--- config.mk ---
export PLATFORM = sky130hd
export DESIGN_NAME = tcc_sqrt
export DESIGN_NICKNAME = d
export VERILOG_FILES = /design/src/hdl/tcc_pkg.sv /design/src/hdl/tcc_sqrt.sv
export SDC_FILE = /design/constraint.sdc
export NUM_CORES = 1
export LEC_CHECK = 0
export BUFFER_PORTS_ARGS = -buffer_cell sky130_fd_sc_hd__buf_2
export CAP_MARGIN = 20
export CORE_MARGIN = 1.5
export CORE_UTILIZATION = 30
export DETAILED_ROUTE_END_ITERATION = 12
export SYNTH_ARGS = -nofsm -noshare
export SYNTH_HDL_FRONTEND = slang
export SYNTH_SLANG_ARGS = --single-unit
--- constraint.sdc ---
create_clock -name clock -period 6.7 [get_ports clock]
set_clock_uncertainty 0.15 [all_clocks]
set_input_delay 1.005 -clock clock [delete_from_list [all_inputs] [get_ports clock]]
set_output_delay 1.005 -clock clock [all_outputs]
set_load 0.005 [all_outputs]
--- src/hdl/tcc_pkg.sv ---
// Shared constants, types and the arctangent table for the tilt-compensated compass.
package tcc_pkg;

   localparam int CordicSteps = 16;
   localparam int TabLen      = 24;
   localparam int StepW       = 5;
   localparam int DataW       = 52;
   localparam int AngW        = 33;
   localparam int TrigW       = 33;
   localparam int SqrtSteps   = 32;
   localparam logic signed [DataW-1:0] GainQ30 = DataW'(652032875);
   localparam logic signed [15:0] QuarterTurn = 16'sd16384;

   typedef struct packed {
      logic                    start;
      logic                    vector;
      logic signed [DataW-1:0] x;
      logic signed [DataW-1:0] y;
      logic [15:0]             angle;
   } cordic_cmd_type;

   typedef struct packed {
      logic                    done;
      logic [15:0]             angle;
      logic signed [TrigW-1:0] cos_q30;
      logic signed [TrigW-1:0] sin_q30;
   } cordic_rsp_type;

   typedef struct packed {
      logic        start;
      logic [63:0] radicand;
   } sqrt_cmd_type;

   typedef struct packed {
      logic        done;
      logic [31:0] root;
   } sqrt_rsp_type;

   typedef enum logic [16:0] {
      S_IDLE     = 17'h00001,
      S_ROLL_GO  = 17'h00002,
      S_ROLL     = 17'h00004,
      S_GG       = 17'h00008,
      S_AA       = 17'h00010,
      S_SQRT_GO  = 17'h00020,
      S_SQRT     = 17'h00040,
      S_PITCH_GO = 17'h00080,
      S_PITCH    = 17'h00100,
      S_SCR_GO   = 17'h00200,
      S_SCR      = 17'h00400,
      S_SCP_GO   = 17'h00800,
      S_SCP      = 17'h01000,
      S_MUL      = 17'h02000,
      S_YAW_GO   = 17'h04000,
      S_YAW      = 17'h08000,
      S_DONE     = 17'h10000
   } state_type;

   function automatic logic [31:0] atan_entry(input logic [StepW-1:0] idx);
      logic [31:0] v;
      unique case (idx)
         5'd0:    v = 32'd536870912;
         5'd1:    v = 32'd316933406;
         5'd2:    v = 32'd167458907;
         5'd3:    v = 32'd85004756;
         5'd4:    v = 32'd42667331;
         5'd5:    v = 32'd21354465;
         5'd6:    v = 32'd10679838;
         5'd7:    v = 32'd5340245;
         5'd8:    v = 32'd2670163;
         5'd9:    v = 32'd1335087;
         5'd10:   v = 32'd667544;
         5'd11:   v = 32'd333772;
         5'd12:   v = 32'd166886;
         5'd13:   v = 32'd83443;
         5'd14:   v = 32'd41722;
         5'd15:   v = 32'd20861;
         5'd16:   v = 32'd10430;
         5'd17:   v = 32'd5215;
         5'd18:   v = 32'd2608;
         5'd19:   v = 32'd1304;
         5'd20:   v = 32'd652;
         5'd21:   v = 32'd326;
         5'd22:   v = 32'd163;
         5'd23:   v = 32'd81;
         default: v = 32'd0;
      endcase
      return v;
   endfunction

endpackage

--- src/hdl/tcc_sqrt.sv ---
// Iterative integer square root, two radicand bits per clock.
module tcc_sqrt (
   input  logic                  clock,
   input  logic                  reset,
   input  tcc_pkg::sqrt_cmd_type cmd,
   output tcc_pkg::sqrt_rsp_type rsp
);

   logic [63:0] v_ff, r_ff, bit_val, trial;
   logic [4:0]  k_ff;
   logic        busy_ff, done_ff;

   assign bit_val = 64'h4000_0000_0000_0000 >> {k_ff, 1'b0};
   assign trial   = r_ff + bit_val;

   always_ff @(posedge clock) begin
      if (reset) begin
         busy_ff <= 1'b0;
         done_ff <= 1'b0;
         k_ff    <= '0;
      end else begin
         done_ff <= 1'b0;
         if (cmd.start) begin
            busy_ff <= 1'b1;
            k_ff    <= '0;
         end else if (busy_ff) begin
            if (k_ff == 5'(tcc_pkg::SqrtSteps - 1)) begin
               busy_ff <= 1'b0;
               done_ff <= 1'b1;
            end else begin
               k_ff <= k_ff + 1'b1;
            end
         end
      end
   end

   always_ff @(posedge clock) begin
      if (cmd.start) begin
         v_ff <= cmd.radicand;
         r_ff <= '0;
      end else if (busy_ff) begin
         if (v_ff >= trial) begin
            v_ff <= v_ff - trial;
            r_ff <= (r_ff >> 1) + bit_val;
         end else begin
            r_ff <= r_ff >> 1;
         end
      end
   end

   assign rsp.done = done_ff;
   assign rsp.root = r_ff[31:0];

endmodule

==> results.json <==
{
  "cts_buffers": 17,
  "worstMarginPinSlew_ns": 0.8414,
  "yosys.area.top_type_share": 0.1266,
  "min_to": "r_ff[62]",
  "grt_pass1_vias": 14433,
  "critPathCaptureType": "register",
  "critPathKind": "reg -> reg",
  "clock_latency_ns": 0.47,
  "initial_core_util": 0.3032,
  "place_hpwl_microns": 40070,
  "min_path_type": "reg -> reg",
  "stdcell_area_sq_um": 17160,
  "clock_path_buffers": 2,
  "area_growth_pct": 13.03,
  "die_area_sq_um": 51950,
  "grt_overflow": 0,
  "powerDensity_nw_per_um2": 351.3,
  "synth_edf_count": 64,
  "ys.flop_type": "dfxtp_1",
  "outcome": "completed",
  "synth_area_sq_um": 15180,
  "h-tree-depth": 4,
  "hold_depth": 2,
  "pre_cts_ws_ns": -0.02580,
  "drt-met1-wl_microns": 23430,
  "clkSlewWorstSetupHoldPaths_ns": 0.07,
  "cts_tree": "built",
  "remaining_drc_errors": 0,
  "cp-start-kind": "register",
  "cts_sinks": 135,
  "synth.area.top_cells": "edfxtp_1 (13%), ha_1 (11%), dfxtp_1 (9.4%)",
  "ys_top_cells_by_count": "nand2_1 (252), nor2_1 (187), o21ai_0 (161)",
  "r2r-start": "k_ff[0]",
  "syn_inst": 2004,
  "place.gp.congestion": 0.9586,
  "path_buf_inv": 1,
  "avgRoutedWirePerCell_microns": 18.82,
  "die_x_microns": 227.9,
  "wl_met2_microns": 23790,
  "slowest_stage": "a2111oi_1",
  "cts_root_buffer": "clkbuf_16",
  "yosysTopAreaCell": "edfxtp_1",
  "cp_max_fo": 6,
  "cp_common_cell": "ha_1",
  "ys_ff_latch": 135,
  "num_vias": 15400,
  "peakVddDrop_v": 0.0001837,
  "placed_area_sq_um": 16370,
  "slew-limit-headroom": 0.4385,
  "synth_most_common_cell": "nand2_1",
  "r2r_end": "v_ff[61]",
  "final_nets": 2249,
  "dp.cells": 2695,
  "vias_per_cell": 5.635,
  "worstHoldStart": "r_ff[62]",
  "ys_seq_area_frac": 0.2203,
  "top_signal_layer_used": "met4",
  "dieHeight_microns": 227.9,
  "required_ns": 6.75,
  "synth-warning-count": 0,
  "leakage_nw": 6.452,
  "ant_nets": 0,
  "placement.io_buffers": 99,
  "period_needed_ns": 6.377,
  "setup_viol": 0,
  "dr.first_iter.drc_count": 1349,
  "met3_length_microns": 2570,
  "post-route-util": 0.3427,
  "crit_path_max_incr_delay_ns": 0.51,
  "rr_worst_depth": 26,
  "io_pins": 100,
  "final_cells": 2733,
  "crit_arrival_ns": 6.42,
  "synth_fp_nets": 2205,
  "grt_usage": 0.1920,
  "first_pass_iters": 7,
  "antenna_cells": 0,
  "num_rows": 82,
  "setup_ws_ns": 0.3225,
  "syn_area_per_cell_sq_um": 7.574,
  "drv_cap": 0,
  "max_freq_mhz": 156.8,
  "critPathTopFamily": "compound AO/OA/AOI/OAI gates",
  "synth_cell_type_count": 89,
  "placeableCoreArea_sq_um": 50070,
  "layout_worst_path_cycle_share": 0.9519,
  "drive_gt1_frac": 0.1417,
  "finalMaxSlewViolations": 0,
  "postRouteWirelength_microns": 51450,
  "antenna_found_initial": 0,
  "grt_pass1_wl_microns": 80120,
  "finalHoldViolations": 0,
  "grt_max_degree": 158,
  "synthArstFlopShare": 0,
  "regToRegSetupSlack_ns": 0.32
}
[layer usage]
metal  up-vias  track usage
met1      7312       0.2584
met4         0      0.07575
li1       7477            -
met3        87      0.02088
met5         -            0
met2       524       0.3135
[repair_timing]
item	4_1_cts	5_1_grt
resized for setup	4	46
hold endpoints to repair	0	0
pin swaps	0	13
buffers inserted	0	6
endpoints found under the setup margin	11	139
hold buffers	0	0
[cell families (layout without fill, tap and decap cells)]
| family | after synthesis | in the layout | share of synthesized area |
|---|---|---|---|
| and+or+nand+nor | 705 | 705 | 0.2167 |
| AOI/OAI and AO/OA | 665 | 665 | 0.2917 |
| DFF | 135 | 135 | 0.2203 |
| muxes | 16 | 16 | 0.01105 |
| xor gates and xnor gates | 149 | 149 | 0.08647 |
| adders and majority gates | 136 | 136 | 0.1125 |
| buffers and inverters | 198 | 255 | 0.06133 |
[cells in the final DEF (no fill, tap or decap), types with 17 or more instances in the layout]
cell type  Yosys  routed
and2_1        24      22
edfxtp_1      64      64
and3_1        20      20
nand4_1       42      42
nor2_1       187     185
a211oi_1      29      28
a311oi_1      27      25
o21ai_0      161     158
o21a_1        20      20
inv_1         54      54
clkbuf_16      0      17
nand2_1      252     250
o211ai_1      17      17
ha_1         133     129
a21o_1        55      55
a31oi_1       67      66
nor3_1        33      31
o21bai_1      32      31
buf_4         38      62
a21oi_1      115     111
xor2_1        68      68
buf_2         24      98
dfxtp_1       71      68
xnor2_1       80      80
nand2b_1      20      20
nand3_1       48      48
[worst max path at each step]
stage / depth (start not counted) / startpoint / slack, ns / endpoint
finish: 26 / k_ff[0] / 0.32 / v_ff[61]
global route: 30 / k_ff[0] / -0.01 / r_ff[51]
CTS: 28 / k_ff[0] / 0.004 / r_ff[12]
detailed placement: 28 / k_ff[0] / -0.03 / r_ff[12]
global placement: 27 / k_ff[0] / 0.12 / r_ff[12]
floorplan: 26 / k_ff[0] / 0.01 / v_ff[0]
[registers in the layout, summed over array words and instances, names as in the netlist]
register,flops
done_ff,1
busy_ff,1
v_ff,64
k_ff,5
r_ff,64
[power by group]
part	internal, mW	switching, mW
Sequential	1.17	0.195
Combinational	1.56	2.20
Clock	0.478	0.425
[worst min-delay path: stages, from the launching register on]
cell	delay (ns)
dfxtp_1	0.33
inv_1	0.09
a2111oi_1	0.07
[stage by stage]
step | total power, mW | hold slack (ns) | TNS, ns
after floorplan | 3.888 | 0.3277 | 0
after global placement | 4.932 | 0.3710 | 0
after detailed placement | 4.955 | 0.3898 | -0.02580
after CTS | 5.894 | 0.3999 | 0
after global routing | 6.444 | 0.4303 | -0.04432
final | 6.027 | 0.3934 | 0
[final cells by class]
type                    count  area, sq um
multi-input cells        1671        11120
inverters                  54        202.7
flip-flops and latches    135         3349
well taps                 672        840.8
repair buffers            169         1119
clock buffers              20        436.7
fillers                  5358        32910
clock inverters            12        91.34
Power figures use the tool's default switching activity.
