--- config.mk ---
export PLATFORM = sky130hd
export DESIGN_NAME = tcc_cordic
export DESIGN_NICKNAME = d
export VERILOG_FILES = /design/src/hdl/tcc_pkg.sv /design/src/hdl/tcc_cordic.sv
export SDC_FILE = /design/constraint.sdc
export NUM_CORES = 1
export LEC_CHECK = 0
export BUFFER_PORTS_ARGS = -buffer_cell sky130_fd_sc_hd__buf_2
export CAP_MARGIN = 20
export CORE_UTILIZATION = 35
export DETAILED_ROUTE_END_ITERATION = 16
export PLACE_DENSITY_LB_ADDON = 0.05
export SETUP_SLACK_MARGIN = 0.5
export SYNTH_ARGS = -nofsm -noshare
export SYNTH_HDL_FRONTEND = slang
export SYNTH_SLANG_ARGS = --single-unit
--- constraint.sdc ---
create_clock -name clock -period 10.2 [get_ports clock]
set_clock_uncertainty 0.2 [all_clocks]
set_input_delay 0.51 -clock clock [delete_from_list [all_inputs] [get_ports clock]]
set_output_delay 0.51 -clock clock [all_outputs]
set_load 0.02 [all_outputs]
--- src/hdl/tcc_pkg.sv ---
// Shared constants, types and the arctangent table for the tilt-compensated compass.
package tcc_pkg;

   localparam int CordicSteps = 16;
   localparam int TabLen      = 24;
   localparam int StepW       = 5;
   localparam int DataW       = 52;
   localparam int AngW        = 33;
   localparam int TrigW       = 33;
   localparam int SqrtSteps   = 32;
   localparam logic signed [DataW-1:0] GainQ30 = DataW'(652032875);
   localparam logic signed [15:0] QuarterTurn = 16'sd16384;

   typedef struct packed {
      logic                    start;
      logic                    vector;
      logic signed [DataW-1:0] x;
      logic signed [DataW-1:0] y;
      logic [15:0]             angle;
   } cordic_cmd_type;

   typedef struct packed {
      logic                    done;
      logic [15:0]             angle;
      logic signed [TrigW-1:0] cos_q30;
      logic signed [TrigW-1:0] sin_q30;
   } cordic_rsp_type;

   typedef struct packed {
      logic        start;
      logic [63:0] radicand;
   } sqrt_cmd_type;

   typedef struct packed {
      logic        done;
      logic [31:0] root;
   } sqrt_rsp_type;

   typedef enum logic [16:0] {
      S_IDLE     = 17'h00001,
      S_ROLL_GO  = 17'h00002,
      S_ROLL     = 17'h00004,
      S_GG       = 17'h00008,
      S_AA       = 17'h00010,
      S_SQRT_GO  = 17'h00020,
      S_SQRT     = 17'h00040,
      S_PITCH_GO = 17'h00080,
      S_PITCH    = 17'h00100,
      S_SCR_GO   = 17'h00200,
      S_SCR      = 17'h00400,
      S_SCP_GO   = 17'h00800,
      S_SCP      = 17'h01000,
      S_MUL      = 17'h02000,
      S_YAW_GO   = 17'h04000,
      S_YAW      = 17'h08000,
      S_DONE     = 17'h10000
   } state_type;

   function automatic logic [31:0] atan_entry(input logic [StepW-1:0] idx);
      logic [31:0] v;
      unique case (idx)
         5'd0:    v = 32'd536870912;
         5'd1:    v = 32'd316933406;
         5'd2:    v = 32'd167458907;
         5'd3:    v = 32'd85004756;
         5'd4:    v = 32'd42667331;
         5'd5:    v = 32'd21354465;
         5'd6:    v = 32'd10679838;
         5'd7:    v = 32'd5340245;
         5'd8:    v = 32'd2670163;
         5'd9:    v = 32'd1335087;
         5'd10:   v = 32'd667544;
         5'd11:   v = 32'd333772;
         5'd12:   v = 32'd166886;
         5'd13:   v = 32'd83443;
         5'd14:   v = 32'd41722;
         5'd15:   v = 32'd20861;
         5'd16:   v = 32'd10430;
         5'd17:   v = 32'd5215;
         5'd18:   v = 32'd2608;
         5'd19:   v = 32'd1304;
         5'd20:   v = 32'd652;
         5'd21:   v = 32'd326;
         5'd22:   v = 32'd163;
         5'd23:   v = 32'd81;
         default: v = 32'd0;
      endcase
      return v;
   endfunction

endpackage

--- src/hdl/tcc_cordic.sv ---
// Shared CORDIC unit, one micro-rotation per clock, vectoring or rotation mode.
module tcc_cordic (
   input  logic                    clock,
   input  logic                    reset,
   input  tcc_pkg::cordic_cmd_type cmd,
   output tcc_pkg::cordic_rsp_type rsp
);

   logic signed [tcc_pkg::DataW-1:0] x_ff, x_in, y_ff, y_in;
   logic signed [tcc_pkg::AngW-1:0]  z_ff, z_in;
   logic [tcc_pkg::StepW-1:0]        step_ff;
   logic                             busy_ff, done_ff, vec_ff, flip_ff;
   logic signed [tcc_pkg::DataW-1:0] xs, ys;
   logic signed [tcc_pkg::AngW-1:0]  tab;
   logic                             up;
   logic                             flip_in;
   logic [15:0]                      th;
   logic [31:0]                      rounded;

   assign xs  = x_ff >>> step_ff;
   assign ys  = y_ff >>> step_ff;
   assign tab = tcc_pkg::AngW'(tcc_pkg::atan_entry(step_ff));
   assign up  = vec_ff ? y_ff[tcc_pkg::DataW-1] : !z_ff[tcc_pkg::AngW-1];

   always_comb begin
      flip_in = (cmd.angle[15:14] == 2'b01) || (cmd.angle[15:14] == 2'b10);
      th      = flip_in ? (cmd.angle ^ 16'h8000) : cmd.angle;
      if (cmd.start) begin
         if (cmd.vector) begin
            if (cmd.x < 0) begin
               x_in = -cmd.x;
               y_in = -cmd.y;
               z_in = tcc_pkg::AngW'(33'h080000000);
            end else begin
               x_in = cmd.x;
               y_in = cmd.y;
               z_in = '0;
            end
         end else begin
            x_in = tcc_pkg::GainQ30;
            y_in = '0;
            z_in = {th[15], th, 16'h0000};
         end
      end else if (up) begin
         x_in = x_ff - ys;
         y_in = y_ff + xs;
         z_in = z_ff - tab;
      end else begin
         x_in = x_ff + ys;
         y_in = y_ff - xs;
         z_in = z_ff + tab;
      end
   end

   always_ff @(posedge clock) begin
      if (reset) begin
         busy_ff <= 1'b0;
         done_ff <= 1'b0;
         step_ff <= '0;
      end else begin
         done_ff <= 1'b0;
         if (cmd.start) begin
            busy_ff <= 1'b1;
            step_ff <= '0;
         end else if (busy_ff) begin
            if (step_ff == tcc_pkg::StepW'(tcc_pkg::CordicSteps - 1)) begin
               busy_ff <= 1'b0;
               done_ff <= 1'b1;
            end else begin
               step_ff <= step_ff + 1'b1;
            end
         end
      end
   end

   always_ff @(posedge clock) begin
      if (cmd.start || busy_ff) begin
         x_ff <= x_in;
         y_ff <= y_in;
         z_ff <= z_in;
      end
      if (cmd.start) begin
         vec_ff  <= cmd.vector;
         flip_ff <= cmd.vector ? 1'b0 : flip_in;
      end
   end

   assign rounded     = z_ff[31:0] + 32'h0000_8000;
   assign rsp.done    = done_ff;
   assign rsp.angle   = rounded[31:16];
   assign rsp.cos_q30 = flip_ff ? tcc_pkg::TrigW'(-x_ff) : tcc_pkg::TrigW'(x_ff);
   assign rsp.sin_q30 = flip_ff ? tcc_pkg::TrigW'(-y_ff) : tcc_pkg::TrigW'(y_ff);

endmodule

==> impl_metrics.csv <==
group,metric,value,unit
setup_path,startpoint,"step_ff[1]",
power,irDropWorstVdd,0.196,mV
detailed_routing,vias,27600,
synth,synth_xor_area_share,13.1,%
finish,area_delta_synth_final,8.11,%
clock_network,cts_buffers,17,
place,gp_congestion,0.981,
clock_network,post_cts_resized,0,
floorplan,ios,207,
place,hpwl,90900,um
setup_path,cp.required,10.24,ns
clock_network,root_buffer,"clkbuf_16",
floorplan,die_area,81500,um2
synth,synthTopCellsByArea,"edfxtp_1 15%, mux4_2 10%, ha_1 6.9%",
finish,final_common_cell,"nand2_1",
synth,seq_area_frac_synth,17.5,%
power,power_frac_seq,15.4,%
clock_network,clock_sinks,176,
synth,synthAdderAreaFrac,7.07,%
grt,grt_max_degree,90,
timing,fin_crit_sh,84.8,%
grt,grt_pass1_wl,173000,um
detailed_routing,routed_via_density,6.15,
synth,syn_nets,3682,
synth,synth_compound_area_share,23.5,%
synth,synthArstFlopShare,0,%
synth,synth_edf_count,139,
clock_network,cts_max_path_buffers,2,
setup_path,cp_top_family,"compound AO/OA/AOI/OAI gates",
timing,period_minus_slack,8.65,ns
detailed_routing,finalWirelength,116000,um
setup_path,crit_fanout,51,
place,dp_cells,4456,
synth,synth_top_family_by_area,"compound AO/OA/AOI/OAI gates",
power,p_sw,7.22,mW
power,p_leak,11.8,nW
clock_network,htreeDepth,4,
synth,synthSimpleGateAreaFrac,17.5,%
finish,nNetsFinal,3708,
timing,setup_tns,0,ns
floorplan,rows,103,
status,status,"completed",
setup_path,worstReg2RegStart,"step_ff[1]",
power,swShare,54.5,%
flow_run,maxCapViolations,0,
synth,yosys-mux-area-fraction,16.5,%
clock_network,cts_tree,"yes",
finish,mostFrequentLayoutCells,"330 x nand2_1, 244 x a21oi_1, 238 x o21ai_0",
clock_network,clk_pin_slew,0.09,ns
setup_path,cp-end-kind,"flop",
grt,grt_pass1_vias,26700,
hold_path,hold_path.class,"in -> reg",
synth,netlist_area,28100,um2
detailed_routing,first_pass_iters,6,
detailed_routing,antenna_left,0,
synth,synth.yosys.warnings,0,
synth,ys_seq_elements,176,
setup_path,critical_path_arrival,8.68,ns
grt,grt.overflow.total,0,
clock_network,clock_latency,0.51,ns
power,comb_power_share,79.1,%
synth,synth_top_area_share,14.8,%
power,p_per_area,436,nW/um2
setup_path,cpPeakStageDelay,0.91,ns
timing,slew_viol_final,0,
setup_path,crit_buf_inv,0,
clock_network,cts_setup_buffers,0,
timing,relSlewSlack,27.6,%
hold_path,worstHoldStart,"cmd[6]",
grt,grt_antenna_before_repair,4,
floorplan,die_h,285,um
synth,syn_inst,3401,
place,port_buffers,206,
synth,yosys.area.top_type,"edfxtp_1",
power,pwr-share-clk,5.4,%
timing,timing.fmax,0.116,GHz
setup_path,crit_type,"reg -> reg",
timing,hold_violations,0,
grt,grt_use_total,27.9,%
synth,synth_area_per_cell,8.27,um2
synth,synth_ff_type,"edfxtp_1",
synth,ys_types,87,
timing,setup_viol,0,
detailed_routing,wl_per_cell,25.8,um
floorplan,start_util,35.5,%
setup_path,start_kind,"flop",
detailed_routing,remaining_drc_errors,0,
setup_path,cp_slowest_cell,"dfxtp_4",
floorplan,fp.dieW,285,um
setup_path,path_cells,"mux4_2 > mux4_2 > a221oi_1 > and4b_1 > and2_1 > nand3_1 > nor3_1 > nand3_1 > o31ai_1 > xor2_1 > ha_1 > and2_1 > and3_1 > a31o_2 > a221oi_1 > o22ai_1 > nor3b_1 > a21oi_1 > a21oi_1 > o21ai_0 > xnor2_1 > o22ai_1",
timing,rsz0062_at_grt,"no",
power,internal_power,6.03,mW
finish,final_cell_count_no_fill,4491,
detailed_routing,dr.first_iter.drc_count,2497,
floorplan,core-area,79300,um2
timing,worstMarginPinSlew,1.09,ns
finish,drive_gt1_share,15.0,%
metal layers:
metal | vias to the layer above | wire [um] | track usage, %
li1 | 12900 | - | -
met1 | 13700 | 50400 | 36.7
met2 | 928 | 56500 | 47.6
met3 | 146 | 5880 | 3.27
met4 | 0 | 3300 | 8.28
met5 | - | 0 | 0
synthesized netlist by cell type, types with 15 or more instances:
cell      count
a211oi_1     41
a21o_1       80
a21oi_1     244
a22oi_1      18
a31oi_1      41
and2_1       21
and3_1       37
buf_1        37
buf_2        28
buf_4        26
clkbuf_1    144
dfxtp_1      37
edfxtp_1    139
ha_1        154
inv_1        79
mux2_2       56
mux2i_1     109
mux4_2      130
nand2_1     331
nand2b_1     42
nand3_1      71
nand4_1      24
nor2_1      218
nor2b_1      30
nor3_1       58
nor3b_1      18
nor4_1       15
o211ai_1     19
o21a_1       26
o21ai_0     238
o21bai_1     24
o22ai_1      86
o31ai_1      71
o41ai_1      33
or2_2        22
or3_1        35
or4_1        35
xnor2_1     216
xor2_1      204
final cells by class:
cell class	count	area (um2)
inverters	85	322
repair buffers	244	1350
clock buffers	20	468
flip-flops and latches	176	4930
diodes	1	2.50
well taps	1050	1310
fillers	8250	48900
multi-input cells	2903	21900
clock inverters	12	135
registers in the layout, indices dropped and copies added (netlist names):
register / cells
z_ff: 33
step_ff: 5
y_ff: 52
tab: 30
done_ff: 1
vec_ff: 1
x_ff: 52
busy_ff: 1
flip_ff: 1
worst reg2reg max path: cells and delay by family (launching register included):
kind	cells	cell delay [ns]
AO/OA/AOI/OAI	9	2.78
AND/OR/NAND/NOR	8	2.42
multiplexers	2	1.30
flip-flops	1	0.91
XOR/XNOR	2	0.42
adder cells (fa/ha/maj)	1	0.32
worst paths after layout:
path / cells after the start / slack (ns) / endpoint
worst max-delay path: 22 / 1.55 / x_ff[51]
worst min register to register: 1 / 0.30 / done_ff
worst min-delay path: 3 / 0.08 / z_ff[22]
worst max register to register: 22 / 1.55 / x_ff[51]
per-stage QoR:
stage	power, mW	hold WS (ns)	area (um2)	utilization, %	setup WS, ns
finish	13.2	0.0822	30400	38.3	1.55
global placement	12.4	0.285	29800	37.6	1.87
floorplan	9.54	0.259	28100	-	3.07
global route	14.3	0.0595	30400	38.3	1.05
detailed placement	12.4	0.282	29800	37.6	1.72
CTS	13.2	0.0396	30400	38.3	1.66
power by group through the flow:
stage               Sequential, mW  Combinational (mW)  Clock [mW]
finish                        2.04                10.5       0.722
CTS                           2.04                10.4       0.749
global placement              2.05                10.4           0
global route                  2.09                11.5       0.770
floorplan                     1.58                7.97           0
detailed placement            2.06                10.4           0
cells by family after synthesis:
group | Yosys count
xor+xnor | 420
simple gates | 1000
fa+ha+maj | 157
buf+inv | 322
compound gates | 1031
mux | 295
flops | 176
repair_timing:
action | CTS | global route
hold buffers | 1 | 0
endpoints found under the setup margin | 0 | 0
endpoints found under the hold margin | 1 | 0
(Power assumes the default switching activity.)
